==> src/rtl/core/fbba_pkg.sv <==
// Shared types and constants for the free block bitmap allocator.
`timescale 1ns / 1ps

package fbba_pkg;

    localparam int OP_W    = 2;
    localparam int ADDR_W  = 9;
    localparam int COUNT_W = 7;
    localparam int BYTE_W  = 8;

    // Map byte after reset: all blocks free; block 0 is taken out of byte 0
    localparam logic [BYTE_W-1:0] RESET_BYTE  = 8'hFF;
    localparam logic [BYTE_W-1:0] BLOCK0_MASK = 8'h01;

    typedef enum logic [OP_W-1:0] {
        OP_SEARCH_FREE = 2'd0,
        OP_MARK_USED   = 2'd1,
        OP_MARK_FREE   = 2'd2,
        OP_SEARCH_RUN  = 2'd3
    } op_t;

    // Source of the block address in a result word
    typedef enum logic [1:0] {
        OSEL_FREE = 2'd0,
        OSEL_RUN  = 2'd1,
        OSEL_MARK = 2'd2,
        OSEL_FAIL = 2'd3
    } osel_t;

    typedef enum logic [3:0] {
        ST_CLEAR,
        ST_IDLE,
        ST_DISPATCH,
        ST_MARK_RD,
        ST_MARK_WR,
        ST_MARK_BAD,
        ST_FREE_RD,
        ST_FREE_LD,
        ST_FREE_EMIT,
        ST_RUN_RD,
        ST_RUN_EVAL,
        ST_FAIL
    } state_t;

    // Controller to datapath
    typedef struct packed {
        logic  req_load;
        logic  ptr_clr;
        logic  ptr_start;
        logic  ptr_inc;
        logic  rd_en;
        logic  clr_wr;
        logic  mark_wr;
        logic  bits_load;
        logic  run_update;
        logic  emit;
        osel_t osel;
        logic  found;
        logic  last;
    } cmd_t;

    // Datapath to controller
    typedef struct packed {
        op_t  op;
        logic addr_ok;
        logic count_ok;
        logic ptr_last;
        logic bits_any;
        logic free_last;
        logic run_hit;
        logic out_free;
    } stat_t;

endpackage

==> src/rtl/core/fbba_ram.sv <==
// Generic single-write, single-read RAM with registered read data.
`timescale 1ns / 1ps

module fbba_ram #(
    parameter int WIDTH = 8,
    parameter int DEPTH = 64,
    parameter int AW    = (DEPTH > 1) ? $clog2(DEPTH) : 1
) (
    input  logic             clk,
    input  logic             wr_en,
    input  logic [AW-1:0]    wr_addr,
    input  logic [WIDTH-1:0] wr_data,
    input  logic             rd_en,
    input  logic [AW-1:0]    rd_addr,
    output logic [WIDTH-1:0] rd_data
);

    logic [WIDTH-1:0] mem [DEPTH];

    always_ff @(posedge clk)
    begin
        if (wr_en)
        begin
            mem[wr_addr] <= wr_data;
        end
        if (rd_en)
        begin
            rd_data <= mem[rd_addr];
        end
    end

endmodule

==> src/rtl/core/fbba_ctrl.sv <==
// Sequencer for the allocator: clearing pass, request dispatch and map scans.
`timescale 1ns / 1ps

module fbba_ctrl import fbba_pkg::*; (
    input  logic  clk,
    input  logic  rst_n,
    input  logic  s_tvalid,
    output logic  s_tready,
    input  stat_t stat,
    output cmd_t  cmd
);

    state_t state_reg;
    state_t state_next;

    always_ff @(posedge clk or negedge rst_n)
    begin
        if (!rst_n)
        begin
            state_reg <= ST_CLEAR;
        end
        else
        begin
            state_reg <= state_next;
        end
    end

    always_comb
    begin
        state_next = state_reg;
        cmd        = '0;
        cmd.osel   = OSEL_FAIL;
        s_tready   = 1'b0;

        unique case (state_reg)
            // Write the reset image, one byte a cycle
            ST_CLEAR:
            begin
                cmd.clr_wr = 1'b1;
                if (stat.ptr_last)
                begin
                    cmd.ptr_clr = 1'b1;
                    state_next  = ST_IDLE;
                end
                else
                begin
                    cmd.ptr_inc = 1'b1;
                end
            end

            ST_IDLE:
            begin
                s_tready = 1'b1;
                if (s_tvalid)
                begin
                    cmd.req_load = 1'b1;
                    state_next   = ST_DISPATCH;
                end
            end

            ST_DISPATCH:
            begin
                unique case (stat.op)
                    OP_MARK_USED, OP_MARK_FREE:
                    begin
                        cmd.ptr_start = 1'b1;
                        state_next    = stat.addr_ok ? ST_MARK_RD : ST_MARK_BAD;
                    end
                    OP_SEARCH_FREE:
                    begin
                        cmd.ptr_clr = 1'b1;
                        state_next  = stat.count_ok ? ST_FREE_RD : ST_FAIL;
                    end
                    OP_SEARCH_RUN:
                    begin
                        cmd.ptr_start = 1'b1;
                        state_next    = (stat.count_ok && stat.addr_ok) ? ST_RUN_RD : ST_FAIL;
                    end
                    default:
                    begin
                        state_next = ST_FAIL;
                    end
                endcase
            end

            // Read-modify-write of one map byte
            ST_MARK_RD:
            begin
                cmd.rd_en  = 1'b1;
                state_next = ST_MARK_WR;
            end

            ST_MARK_WR:
            begin
                if (stat.out_free)
                begin
                    cmd.mark_wr = 1'b1;
                    cmd.emit    = 1'b1;
                    cmd.osel    = OSEL_MARK;
                    cmd.found   = 1'b1;
                    cmd.last    = 1'b1;
                    state_next  = ST_IDLE;
                end
            end

            ST_MARK_BAD:
            begin
                if (stat.out_free)
                begin
                    cmd.emit   = 1'b1;
                    cmd.osel   = OSEL_MARK;
                    cmd.last   = 1'b1;
                    state_next = ST_IDLE;
                end
            end

            // First-free scan: load a byte, then report its free bits low to high
            ST_FREE_RD:
            begin
                cmd.rd_en  = 1'b1;
                state_next = ST_FREE_LD;
            end

            ST_FREE_LD:
            begin
                cmd.bits_load = 1'b1;
                state_next    = ST_FREE_EMIT;
            end

            ST_FREE_EMIT:
            begin
                if (stat.bits_any)
                begin
                    if (stat.out_free)
                    begin
                        cmd.emit  = 1'b1;
                        cmd.osel  = OSEL_FREE;
                        cmd.found = 1'b1;
                        cmd.last  = stat.free_last;
                        if (stat.free_last)
                        begin
                            state_next = ST_IDLE;
                        end
                    end
                end
                else if (stat.ptr_last)
                begin
                    state_next = ST_FAIL;
                end
                else
                begin
                    cmd.ptr_inc = 1'b1;
                    state_next  = ST_FREE_RD;
                end
            end

            // Run scan: eight bits per byte read
            ST_RUN_RD:
            begin
                cmd.rd_en  = 1'b1;
                state_next = ST_RUN_EVAL;
            end

            ST_RUN_EVAL:
            begin
                if (stat.run_hit)
                begin
                    if (stat.out_free)
                    begin
                        cmd.emit   = 1'b1;
                        cmd.osel   = OSEL_RUN;
                        cmd.found  = 1'b1;
                        cmd.last   = 1'b1;
                        state_next = ST_IDLE;
                    end
                end
                else
                begin
                    cmd.run_update = 1'b1;
                    if (stat.ptr_last)
                    begin
                        state_next = ST_FAIL;
                    end
                    else
                    begin
                        cmd.ptr_inc = 1'b1;
                        state_next  = ST_RUN_RD;
                    end
                end
            end

            ST_FAIL:
            begin
                if (stat.out_free)
                begin
                    cmd.emit   = 1'b1;
                    cmd.osel   = OSEL_FAIL;
                    cmd.last   = 1'b1;
                    state_next = ST_IDLE;
                end
            end

            default:
            begin
                state_next = ST_IDLE;
            end
        endcase
    end

endmodule

==> src/rtl/core/fbba_dpath.sv <==
// Allocator datapath: map RAM, request registers, scan logic, result register.
`timescale 1ns / 1ps

module fbba_dpath import fbba_pkg::*; #(
    parameter int MAP_BYTES   = 64,
    parameter int MAX_REQUEST = 64
) (
    input  logic        clk,
    input  logic        rst_n,
    input  logic [15:0] s_tdata,
    input  logic [1:0]  s_tuser,
    output logic        m_tvalid,
    input  logic        m_tready,
    output logic [15:0] m_tdata,
    output logic        m_tuser,
    output logic        m_tlast,
    input  cmd_t        cmd,
    output stat_t       stat
);

    localparam int IDX_W      = (MAP_BYTES > 1) ? $clog2(MAP_BYTES) : 1;
    localparam int NUM_BLOCKS = MAP_BYTES * 8;
    localparam logic [IDX_W-1:0]   LAST_BYTE = IDX_W'(MAP_BYTES - 1);
    localparam logic [COUNT_W-1:0] MAX_REQ_C = COUNT_W'(MAX_REQUEST);

    // Request registers
    op_t                op_reg;
    logic [ADDR_W-1:0]  addr_reg;
    logic [COUNT_W-1:0] count_reg;

    // Scan state
    logic [IDX_W-1:0]   ptr_reg, ptr_next;
    logic [BYTE_W-1:0]  bits_reg, bits_next;
    logic [COUNT_W-1:0] emit_cnt_reg, emit_cnt_next;
    logic [COUNT_W-1:0] run_reg, run_next;
    logic [ADDR_W-1:0]  start_reg, start_next;
    logic               first_reg, first_next;

    // Result register
    logic               out_valid_reg, out_valid_next;
    logic [ADDR_W-1:0]  bout_reg, bout_next;
    logic               found_reg, found_next;
    logic               last_reg, last_next;

    logic [BYTE_W-1:0]  rd_data;
    logic [BYTE_W-1:0]  wr_data;
    logic [BYTE_W-1:0]  bit_mask;
    logic [IDX_W+5:0]   addr_byte_ext;
    logic [2:0]         low_idx;
    logic [IDX_W+11:0]  free_addr_ext;
    logic [COUNT_W-1:0] run_v;
    logic [ADDR_W-1:0]  start_v;
    logic [ADDR_W-1:0]  hit_start;
    logic               hit;
    logic [IDX_W+11:0]  bit_addr_ext;

    fbba_ram #(
        .WIDTH (BYTE_W),
        .DEPTH (MAP_BYTES),
        .AW    (IDX_W)
    ) u_map (
        .clk     (clk),
        .wr_en   (cmd.clr_wr || cmd.mark_wr),
        .wr_addr (ptr_reg),
        .wr_data (wr_data),
        .rd_en   (cmd.rd_en),
        .rd_addr (ptr_reg),
        .rd_data (rd_data)
    );

    // Write data: reset image while clearing, else the marked byte
    assign bit_mask = BLOCK0_MASK << addr_reg[2:0];
    always_comb
    begin
        if (cmd.clr_wr)
        begin
            wr_data = (ptr_reg == '0) ? (RESET_BYTE & ~BLOCK0_MASK) : RESET_BYTE;
        end
        else if (op_reg == OP_MARK_USED)
        begin
            wr_data = rd_data & ~bit_mask;
        end
        else
        begin
            wr_data = rd_data | bit_mask;
        end
    end

    // Lowest free bit of the byte under report
    always_comb
    begin
        low_idx = 3'd0;
        for (int i = BYTE_W - 1; i >= 0; i--)
        begin
            if (bits_reg[i])
            begin
                low_idx = 3'(i);
            end
        end
    end
    assign free_addr_ext = {9'd0, ptr_reg, low_idx};

    // Run tracking across the eight bits of the byte just read
    always_comb
    begin
        run_v        = run_reg;
        start_v      = start_reg;
        hit          = 1'b0;
        hit_start    = start_reg;
        bit_addr_ext = '0;
        for (int i = 0; i < BYTE_W; i++)
        begin
            bit_addr_ext = {9'd0, ptr_reg, 3'(i)};
            if (!hit && !(first_reg && (3'(i) < addr_reg[2:0])))
            begin
                if (rd_data[i])
                begin
                    if (run_v == '0)
                    begin
                        start_v = bit_addr_ext[ADDR_W-1:0];
                    end
                    run_v = run_v + 1'b1;
                    if (run_v == count_reg)
                    begin
                        hit       = 1'b1;
                        hit_start = start_v;
                    end
                end
                else
                begin
                    run_v = '0;
                end
            end
        end
    end

    assign addr_byte_ext = {{IDX_W{1'b0}}, addr_reg[ADDR_W-1:3]};

    // Next state of the scan registers
    always_comb
    begin
        ptr_next      = ptr_reg;
        bits_next     = bits_reg;
        emit_cnt_next = emit_cnt_reg;
        run_next      = run_reg;
        start_next    = start_reg;
        first_next    = first_reg;

        priority if (cmd.ptr_clr)
        begin
            ptr_next = '0;
        end
        else if (cmd.ptr_start)
        begin
            ptr_next = addr_byte_ext[IDX_W-1:0];
        end
        else if (cmd.ptr_inc)
        begin
            ptr_next = ptr_reg + 1'b1;
        end

        if (cmd.req_load)
        begin
            emit_cnt_next = '0;
            run_next      = '0;
            start_next    = '0;
            first_next    = 1'b1;
        end

        if (cmd.bits_load)
        begin
            bits_next = rd_data;
        end
        else if (cmd.emit && cmd.osel == OSEL_FREE)
        begin
            bits_next     = bits_reg & (bits_reg - 1'b1);
            emit_cnt_next = emit_cnt_reg + 1'b1;
        end

        if (cmd.run_update)
        begin
            run_next   = run_v;
            start_next = start_v;
            first_next = 1'b0;
        end
    end

    // Result register: loaded on emit, emptied when taken
    assign stat.out_free = !out_valid_reg || m_tready;
    always_comb
    begin
        out_valid_next = out_valid_reg && !m_tready;
        bout_next      = bout_reg;
        found_next     = found_reg;
        last_next      = last_reg;
        if (cmd.emit)
        begin
            out_valid_next = 1'b1;
            found_next     = cmd.found;
            last_next      = cmd.last;
            unique case (cmd.osel)
                OSEL_FREE: bout_next = free_addr_ext[ADDR_W-1:0];
                OSEL_RUN:  bout_next = hit_start;
                OSEL_MARK: bout_next = addr_reg;
                OSEL_FAIL: bout_next = '0;
                default:   bout_next = '0;
            endcase
        end
    end

    always_ff @(posedge clk or negedge rst_n)
    begin
        if (!rst_n)
        begin
            ptr_reg       <= '0;
            emit_cnt_reg  <= '0;
            run_reg       <= '0;
            first_reg     <= 1'b0;
            out_valid_reg <= 1'b0;
        end
        else
        begin
            ptr_reg       <= ptr_next;
            emit_cnt_reg  <= emit_cnt_next;
            run_reg       <= run_next;
            first_reg     <= first_next;
            out_valid_reg <= out_valid_next;
        end
    end

    // Payload registers
    always_ff @(posedge clk)
    begin
        if (cmd.req_load)
        begin
            op_reg    <= op_t'(s_tuser);
            addr_reg  <= s_tdata[ADDR_W-1:0];
            count_reg <= s_tdata[ADDR_W+COUNT_W-1:ADDR_W];
        end
        bits_reg  <= bits_next;
        start_reg <= start_next;
        bout_reg  <= bout_next;
        found_reg <= found_next;
        last_reg  <= last_next;
    end

    // Status back to the controller
    assign stat.op        = op_reg;
    assign stat.addr_ok   = int'({23'd0, addr_reg}) < NUM_BLOCKS;
    assign stat.count_ok  = (count_reg != '0) && (count_reg <= MAX_REQ_C);
    assign stat.ptr_last  = (ptr_reg == LAST_BYTE);
    assign stat.bits_any  = (bits_reg != '0);
    assign stat.free_last = ((emit_cnt_reg + 1'b1) == count_reg);
    assign stat.run_hit   = hit;

    assign m_tvalid = out_valid_reg;
    assign m_tdata  = {{(16 - ADDR_W){1'b0}}, bout_reg};
    assign m_tuser  = found_reg;
    assign m_tlast  = last_reg;

`ifndef NO_ASSERTIONS
    // A new word never overwrites one that is still waiting
    a_no_overwrite: assert property (@(posedge clk) disable iff (!rst_n)
        cmd.emit |-> (!out_valid_reg || m_tready))
        else $error("result register overwritten");

    // A free-block report always has a free bit to report
    a_free_has_bit: assert property (@(posedge clk) disable iff (!rst_n)
        (cmd.emit && cmd.osel == OSEL_FREE) |-> (bits_reg != '0))
        else $error("free report with empty byte");

    // Never more free-block reports than requested
    a_free_count: assert property (@(posedge clk) disable iff (!rst_n)
        (cmd.emit && cmd.osel == OSEL_FREE) |-> (emit_cnt_reg < count_reg))
        else $error("free search over-reported");

    // Clearing and marking never share the write port
    a_one_writer: assert property (@(posedge clk) disable iff (!rst_n)
        cmd.clr_wr |-> !cmd.mark_wr && !cmd.emit)
        else $error("map write conflict");
`endif

endmodule

==> src/rtl/core/free_block_bitmap_allocator.sv <==
// Free block bitmap allocator: top level joining controller and datapath.
//
// Keeps one bit per block (set = free) in a MAP_BYTES-byte RAM and serves one request at
// a time: search free, mark used, mark free, search run. After reset the block runs a
// clearing pass, with s_tready low, that leaves every block free except block 0. A mark
// reads the map byte and writes it back. A first-free search reads the map from byte 0
// and reports free blocks in address order; a run search reads from the start byte; both
// stop early once satisfied. Results leave through a one-word output register, so the
// next request is taken while the last result still waits.
`timescale 1ns / 1ps

module free_block_bitmap_allocator import fbba_pkg::*; #(
    parameter int MAP_BYTES   = 64,
    parameter int MAX_REQUEST = 64
) (
    input  logic        clk,
    input  logic        rst_n,
    input  logic        s_tvalid,
    output logic        s_tready,
    input  logic [15:0] s_tdata,   // [8:0] address, [15:9] count
    input  logic [1:0]  s_tuser,   // [1:0] operation
    output logic        m_tvalid,
    input  logic        m_tready,
    output logic [15:0] m_tdata,   // [8:0] block_address, [15:9] zero
    output logic        m_tuser,   // [0] found
    output logic        m_tlast
);

    cmd_t  cmd;
    stat_t stat;

    fbba_ctrl u_ctrl (
        .clk      (clk),
        .rst_n    (rst_n),
        .s_tvalid (s_tvalid),
        .s_tready (s_tready),
        .stat     (stat),
        .cmd      (cmd)
    );

    fbba_dpath #(
        .MAP_BYTES   (MAP_BYTES),
        .MAX_REQUEST (MAX_REQUEST)
    ) u_dpath (
        .clk      (clk),
        .rst_n    (rst_n),
        .s_tdata  (s_tdata),
        .s_tuser  (s_tuser),
        .m_tvalid (m_tvalid),
        .m_tready (m_tready),
        .m_tdata  (m_tdata),
        .m_tuser  (m_tuser),
        .m_tlast  (m_tlast),
        .cmd      (cmd),
        .stat     (stat)
    );

endmodule

==> config.mk <==
export PLATFORM = sky130hd
export DESIGN_NAME = free_block_bitmap_allocator
export DESIGN_NICKNAME = d
export VERILOG_FILES = /design/src/rtl/core/fbba_pkg.sv /design/src/rtl/core/fbba_ram.sv /design/src/rtl/core/fbba_ctrl.sv /design/src/rtl/core/fbba_dpath.sv /design/src/rtl/core/free_block_bitmap_allocator.sv
export SDC_FILE = /design/constraint.sdc
export NUM_CORES = 1
export LEC_CHECK = 0
export BUFFER_PORTS_ARGS = -buffer_cell sky130_fd_sc_hd__buf_2
export CAP_MARGIN = 20
export CORE_ASPECT_RATIO = 2
export CORE_MARGIN = 4
export CORE_UTILIZATION = 60
export CTS_CLUSTER_SIZE = 20
export DETAILED_ROUTE_END_ITERATION = 7
export GPL_TIMING_DRIVEN = 0
export PLACE_DENSITY = 0.73
export SYNTH_ARGS = -nofsm -noshare
export SYNTH_HDL_FRONTEND = slang
export SYNTH_SLANG_ARGS = --single-unit
==> constraint.sdc <==
create_clock -name clk -period 24.2 [get_ports clk]
set_clock_uncertainty 0.15 [all_clocks]
set_input_delay 4.84 -clock clk [delete_from_list [all_inputs] [get_ports clk]]
set_output_delay 4.84 -clock clk [all_outputs]
set_load 0.03 [all_outputs]
==> results of run 1 <==
power groups by stage:
stage	clock (uW)	combinational (uW)	sequential, uW
floorplan	0	948	1480
detailed placement	0	1660	1450
global placement	0	1530	1510
finish	812	1750	1430
global route	853	1800	1440
CTS	804	1670	1430
layout make-up:
class	instances	area (sq um)	share of cell area, %
buffer	148	637	2.03
clock buffer	56	1250	3.99
tap	627	785	2.50
clock inverter	35	352	1.12
multi-input combinational	1432	9840	31.4
sequential	592	17600	56.3
timing repair buffer	80	664	2.12
antenna	3	7.51	0.0239
inverter	49	184	0.586
stage by stage:
step / std cells / instance area (sq um) / power, uW / setup WS [ns]
2_1_floorplan: 2221 / 28300 / 2430 / 14.13
3_3_place_gp: 2882 / 29200 / 3040 / 11.17
3_5_place_dp: 2920 / 29700 / 3120 / 11.08
4_1_cts: 3011 / 31300 / 3900 / 11.04
5_1_grt: 3019 / 31400 / 4100 / 10.20
6_report: 3022 / 31400 / 3990 / 10.79
path summary, 6_finish.rpt:
| kind | from | end | slack (ns) | depth (start not counted) |
|---|---|---|---|---|
| worst max-delay path | u_dpath.addr_reg[2] | u_dpath.start_reg[2] | 10.79 | 45 |
| min in group asynchronous | rst_n | u_dpath.emit_cnt_reg[2] | 4.12 | 1 |
| worst min register to register | u_dpath.emit_cnt_reg[6] | u_dpath.emit_cnt_reg[6] | 0.40 | 2 |
| worst min-delay path | u_dpath.emit_cnt_reg[6] | u_dpath.emit_cnt_reg[6] | 0.40 | 2 |
| worst max register to register | u_dpath.addr_reg[2] | u_dpath.start_reg[2] | 10.79 | 45 |
| max in group asynchronous | rst_n | u_dpath.first_reg | 19.30 | 1 |
logic make-up (layout without fill, tap and decap cells):
family                   after synthesis  in the layout  share of synthesized area [%]
multiplexers                          33             33                           1.26
other                                  1             10                         0.0133
AO/OA/AOI/OAI                        681            681                           18.7
AND/OR/NAND/NOR                      611            611                           11.1
buffers and inverters                197            368                           2.90
flip-flops                           592            592                           62.4
XOR/XNOR                              77             77                           2.61
adder cells (fa/ha/maj)               23             23                           1.02
worst max-delay path, delay by kind of cell, from the launching register on:
| family | cells | cell delay [ns] |
|---|---|---|
| buffers and inverters | 11 | 2.38 |
| and+or+nand+nor | 14 | 3.72 |
| muxes | 2 | 0.73 |
| xor gates and xnor gates | 1 | 0.12 |
| AOI/OAI and AO/OA | 14 | 5.07 |
| DFF | 1 | 0.38 |
| adders and majority gates | 3 | 0.50 |
routing by layer:
layer / GRT usage [%] / share of wire (%) / vias up
met5: 0 / 0 / -
met4: 36.8 / 12 / 0
met3: 6.87 / 8.2 / 537
met2: 68.8 / 51 / 1524
met1: 36.2 / 28 / 10400
li1: - / - / 9145
synth_stat cells (6+ instances only):
library cell,n
sky130_fd_sc_hd__a211o_1,11
sky130_fd_sc_hd__a211oi_1,13
sky130_fd_sc_hd__a21o_1,8
sky130_fd_sc_hd__a21oi_1,55
sky130_fd_sc_hd__a221oi_1,13
sky130_fd_sc_hd__a22o_1,11
sky130_fd_sc_hd__a22oi_1,246
sky130_fd_sc_hd__a31oi_1,34
sky130_fd_sc_hd__a32oi_1,7
sky130_fd_sc_hd__a41oi_1,49
sky130_fd_sc_hd__and2_1,13
sky130_fd_sc_hd__and3_1,26
sky130_fd_sc_hd__and4_1,7
sky130_fd_sc_hd__buf_1,15
sky130_fd_sc_hd__buf_2,13
sky130_fd_sc_hd__buf_4,9
sky130_fd_sc_hd__clkbuf_1,106
sky130_fd_sc_hd__dfrtp_1,26
sky130_fd_sc_hd__edfxtp_1,566
sky130_fd_sc_hd__ha_1,23
sky130_fd_sc_hd__inv_1,45
sky130_fd_sc_hd__mux2_2,6
sky130_fd_sc_hd__mux2i_1,22
sky130_fd_sc_hd__nand2_1,124
sky130_fd_sc_hd__nand2b_1,13
sky130_fd_sc_hd__nand3_1,62
sky130_fd_sc_hd__nand3b_1,12
sky130_fd_sc_hd__nand4_1,21
sky130_fd_sc_hd__nand4b_1,7
sky130_fd_sc_hd__nor2_1,161
sky130_fd_sc_hd__nor2b_1,13
sky130_fd_sc_hd__nor3_1,55
sky130_fd_sc_hd__nor4_1,36
sky130_fd_sc_hd__o211ai_1,19
sky130_fd_sc_hd__o21a_1,9
sky130_fd_sc_hd__o21ai_0,65
sky130_fd_sc_hd__o21ai_1,7
sky130_fd_sc_hd__o221ai_1,6
sky130_fd_sc_hd__o22ai_1,9
sky130_fd_sc_hd__o31ai_1,10
sky130_fd_sc_hd__or2_2,10
sky130_fd_sc_hd__or3_1,16
sky130_fd_sc_hd__or4_1,6
sky130_fd_sc_hd__xnor2_1,52
sky130_fd_sc_hd__xor2_1,20
==> impl_metrics.ini, run 1 <==
[run_status]
run_status = completed

[worst_hold_path]
worst_hold_path_type = reg2reg

[setup_path]
required_time_reported_for_the_critical_path_endpoint_ns = 24.28
criticalPathCategory = reg2reg
cpPeakStageDelay_ns = 0.81
critical_path_top_delay_cell = sky130_fd_sc_hd__a211oi_2
cp_max_fo = 10
worst_setup_path_end_kind = flip-flop
crit_arrival_ns = 13.49
worstSetupStartpointType = flip-flop

[job]
max_cap_violations = 0

[power_and_ir_drop]
switching_power_uw = 1660
switching_share_pct = 41.6
internal_power_uw = 2330
share_comb_of_total_power_pct = 43.7
static-leakage-power_uw = 0.0100
powerDensity_nw_per_um2 = 127
clockPowerShare_pct = 20.3
share_seq_of_total_power_pct = 35.9
vdd_drop_max_mv = 0.0952

[floorplanning]
die-height_microns = 315
die-area_sq_um = 50800
floorplan.core_area_sq_um = 46700
ios = 42
rows = 112
start_util_pct = 60.6
fp.dieW_microns = 161

[detailed_routing]
routed_via_density = 7.15
route.detailed.wl_per_inst_microns = 32.9
drt_pre_antenna_iters = 7
drt_iter0_markers = 2808
vias = 21600
ant_nets = 0
totalWireLength_mm = 99.4
drc = 0

[timing]
worst_hold_slack_ns = 0.396
finalWorstPathRequiredPeriod_ns = 13.41
maxClockFrequency_mhz = 74.6
hold_viol = 0
number_of_pins_exceeding_their_max_slew_limit_in_the_final_report = 0
maxSlewHeadroom_pct = 19.1
fin_setup_tns_ns = 0
timing_worst_slew_pin_value_ns = 1.21
setup_viol_count_final = 0
grt_setup_unrepaired = no
fin_crit_sh_pct = 55.4

[clock_network]
cts_tree = done
cts_setup_buffers = 0
cts.reportedPaths.clkPinSlew_ns = 0.07
cts-root-to-sink-buffers = 3
clock-sinks = 592
post_cts_resized = 0
clock_insertion_delay_worst_skew_ns = 0.62
clock_tree.root_cell = sky130_fd_sc_hd__clkbuf_16
htree_levels = 2
postCtsHoldBufs = 0
cts_buffers = 49

[place]
gp_congestion = 0.982
place.detailed.hpwl_mm = 72.9
port_buffers = 34

[synth]
syn-instance-count = 2215
seq_area_frac_synth_pct = 62.4
async_flop_share_pct = 4.39
synth_top_cells_by_area = sky130_fd_sc_hd__edfxtp_1 (60%), sky130_fd_sc_hd__a22oi_1 (6.5%), sky130_fd_sc_hd__dfrtp_1 (2.3%)
synthFlopType = sky130_fd_sc_hd__edfxtp_1
yosysUniqueCellTypes = 126
synth_edf_count = 566
synth-seq-cells = 592
synth_top_area_share_pct = 60.1
syn-mean-instance-area_sq_um = 12.8
synth_top_cell_by_area = sky130_fd_sc_hd__edfxtp_1
synthesis.area_sq_um = 28300
ys_warn_count = 0

[grt]
grt_antenna_before_repair = 2
grt_first_pass_wirelength_mm = 141
groute.usage.overall_pct = 38.5
grt-ovfl-total = 0
maximum_number_of_pins_on_one_net_before_global_route_repair = 31
via_count_of_the_first_global_routing_pass = 21200

[layout]
largest_register_ff_count = 512
regMostFlops = u_dpath.u_map.mem
mostFrequentLayoutCell = sky130_fd_sc_hd__edfxtp_1
nets_final = 2397
layout.cells.most_common_list = sky130_fd_sc_hd__edfxtp_1 (566), sky130_fd_sc_hd__a22oi_1 (246), sky130_fd_sc_hd__nor2_1 (161)
drive_gt1_share_pct = 11.1
fin_util_pct = 67.2
fill_cells = 3426
area.growth.synth_to_final_pct = 11.0
Power figures use the tool's default switching activity.
==> run 2, diff against run 1 <==
- CORE_UTILIZATION: 60 -> 57
- clock period: 24.2 -> 11.65 ns (I/O delays scaled with it)
==> impl_metrics.ini, run 2 (synthesized netlist as in run 1, its figures left out) <==
[grt]
via_count_of_the_first_global_routing_pass = 21300
groute.usage.overall_pct = 38.0
grt_first_pass_wirelength_mm = 144
grt-ovfl-total = 0
grt_antenna_before_repair = 1
maximum_number_of_pins_on_one_net_before_global_route_repair = 34

[setup_path]
critical_path_top_delay_cell = sky130_fd_sc_hd__or4_4
worstSetupStartpointType = flip-flop
required_time_reported_for_the_critical_path_endpoint_ns = 11.88
timing.reg2reg.worst_path_depth = 43
cp_num_buf_inv = 8
crit_arrival_ns = 11.34
regToRegStartpoint = u_dpath.addr_reg[0]
cp_max_fo = 10
worst-r2r-setup-slack_ns = 0.54
worstReg2RegEnd = u_dpath.bout_reg[6]
critical_path.most_common_cell = sky130_fd_sc_hd__inv_1
worst_setup_path_end_kind = flip-flop
cpPeakStageDelay_ns = 0.47
criticalPathCategory = reg2reg
cpLargestDelayFamily = compound AO/OA/AOI/OAI gates

[power_and_ir_drop]
powerDensity_nw_per_um2 = 262
internal_power_uw = 4790
switching_share_pct = 41.9
clockPowerShare_pct = 19.9
share_comb_of_total_power_pct = 43.9
static-leakage-power_uw = 0.0101
vdd_drop_max_mv = 0.179
switching_power_uw = 3460
share_seq_of_total_power_pct = 36.2

[clock_network]
clock_tree.root_cell = sky130_fd_sc_hd__clkbuf_16
cts_tree = done
cts-root-to-sink-buffers = 3
cts.reportedPaths.clkPinSlew_ns = 0.07
cts_buffers = 49
htree_levels = 2
clock-sinks = 592
clock_insertion_delay_worst_skew_ns = 0.63

[detailed_routing]
totalWireLength_mm = 102
routed_via_density = 7.13
drt_iter0_markers = 2936
route.detailed.wl_per_inst_microns = 33.6
drc = 0
vias = 21700
drt_pre_antenna_iters = 6
ant_nets = 0

[timing]
maxClockFrequency_mhz = 90.0
grt_setup_unrepaired = no
hold_viol = 0
fin_crit_sh_pct = 95.4
number_of_pins_exceeding_their_max_slew_limit_in_the_final_report = 0
fin_setup_tns_ns = 0
maxSlewHeadroom_pct = 15.0
timing_worst_slew_pin_value_ns = 1.28
setup_viol_count_final = 0
finalWorstSetupSlack_ns = 0.536
finalWorstPathRequiredPeriod_ns = 11.11

[layout]
nets_final = 2403
regMostFlops = u_dpath.u_map.mem
largest_register_ff_count = 512
final_instance_area_sq_um = 31500
layout.cells.most_common_list = sky130_fd_sc_hd__edfxtp_1 (566), sky130_fd_sc_hd__a22oi_1 (245), sky130_fd_sc_hd__nor2_1 (160)
drive_gt1_share_pct = 12.0
area.growth.synth_to_final_pct = 11.3
mostFrequentLayoutCell = sky130_fd_sc_hd__edfxtp_1

[floorplanning]
floorplan.core_area_sq_um = 49100
rows = 115
start_util_pct = 57.6
die-area_sq_um = 53400
die-height_microns = 323
ios = 42
fp.dieW_microns = 165

[worst_hold_path]
worst_hold_path_type = reg2reg
timing.hold.worst_path_depth = 1
worstHoldEndpoint = u_dpath.emit_cnt_reg[5]
timing.hold.worst.start = u_dpath.emit_cnt_reg[5]

[place]
port_buffers = 34
gp_congestion = 0.982
place.detailed.hpwl_mm = 74.1
post_dp_cell_area_sq_um = 29600
detailedPlace.worstSlack_ns = -1.43

[job]
max_cap_violations = 0

[run_status]
run_status = completed
run 2: per-layer routing:
layer | share of wire [%] | track usage, %
met1 | 29 | 37.0
met2 | 50 | 64.8
met4 | 13 | 37.2
met3 | 8.6 | 7.47
met5 | 0 | 0
run 2: worst max path at each step:
stage                        startpoint  slack, ns  cells after the start                    to
2_1_floorplan       u_dpath.addr_reg[2]       1.58                     44  u_dpath.start_reg[0]
3_3_place_gp        u_dpath.addr_reg[2]      -1.33                     45  u_dpath.start_reg[0]
3_5_place_dp        u_dpath.addr_reg[2]      -1.43                     45  u_dpath.start_reg[0]
4_1_cts             u_dpath.addr_reg[2]      0.003                     45   u_dpath.bout_reg[8]
5_1_grt        u_dpath.u_map.rd_data[0]       0.02                     43   u_dpath.bout_reg[6]
6_report            u_dpath.addr_reg[0]       0.54                     43   u_dpath.bout_reg[6]
run 2: area by class of cell:
class,instances,area [sq um]
Sequential cell,592,17600
Fill cell,3681,17600
Multi-Input combinational cell,1432,9980
Clock buffer,58,1260
Tap cell,643,805
Timing Repair Buffer,88,644
Buffer,146,634
Clock inverter,33,307
Inverter,49,184
Antenna cell,1,2.50
run 2: power groups by stage:
stage | logic [uW] | clock network [uW] | registers (uW)
4_1_cts | 3430 | 1630 | 2980
3_5_place_dp | 3400 | 0 | 3030
3_3_place_gp | 3160 | 0 | 3140
6_report | 3620 | 1640 | 2990
5_1_grt | 3770 | 1720 | 2990
2_1_floorplan | 1970 | 0 | 3080
run 2: timing repair:
| action | 4_1_cts | 5_1_grt |
|---|---|---|
| hold buffers | 0 | 0 |
| endpoints found under the setup margin | 58 | 58 |
| setup buffers | 7 | 5 |
| pin swaps | 5 | 3 |
| resized for setup | 13 | 19 |
| endpoints found under the hold margin | 0 | 0 |
run 2: through the flow:
stage / power, uW / utilization, % / hold WS (ns) / cells
after global routing: 8480 / 64.1 / 0.423 / 3041
after detailed placement: 6420 / 60.3 / 0.384 / 2935
after CTS: 8040 / 63.8 / 0.399 / 3033
after global placement: 6300 / 59.6 / 0.357 / 2898
after floorplan: 5050 / - / 0.328 / 2221
final: 8250 / 64.1 / 0.391 / 3042
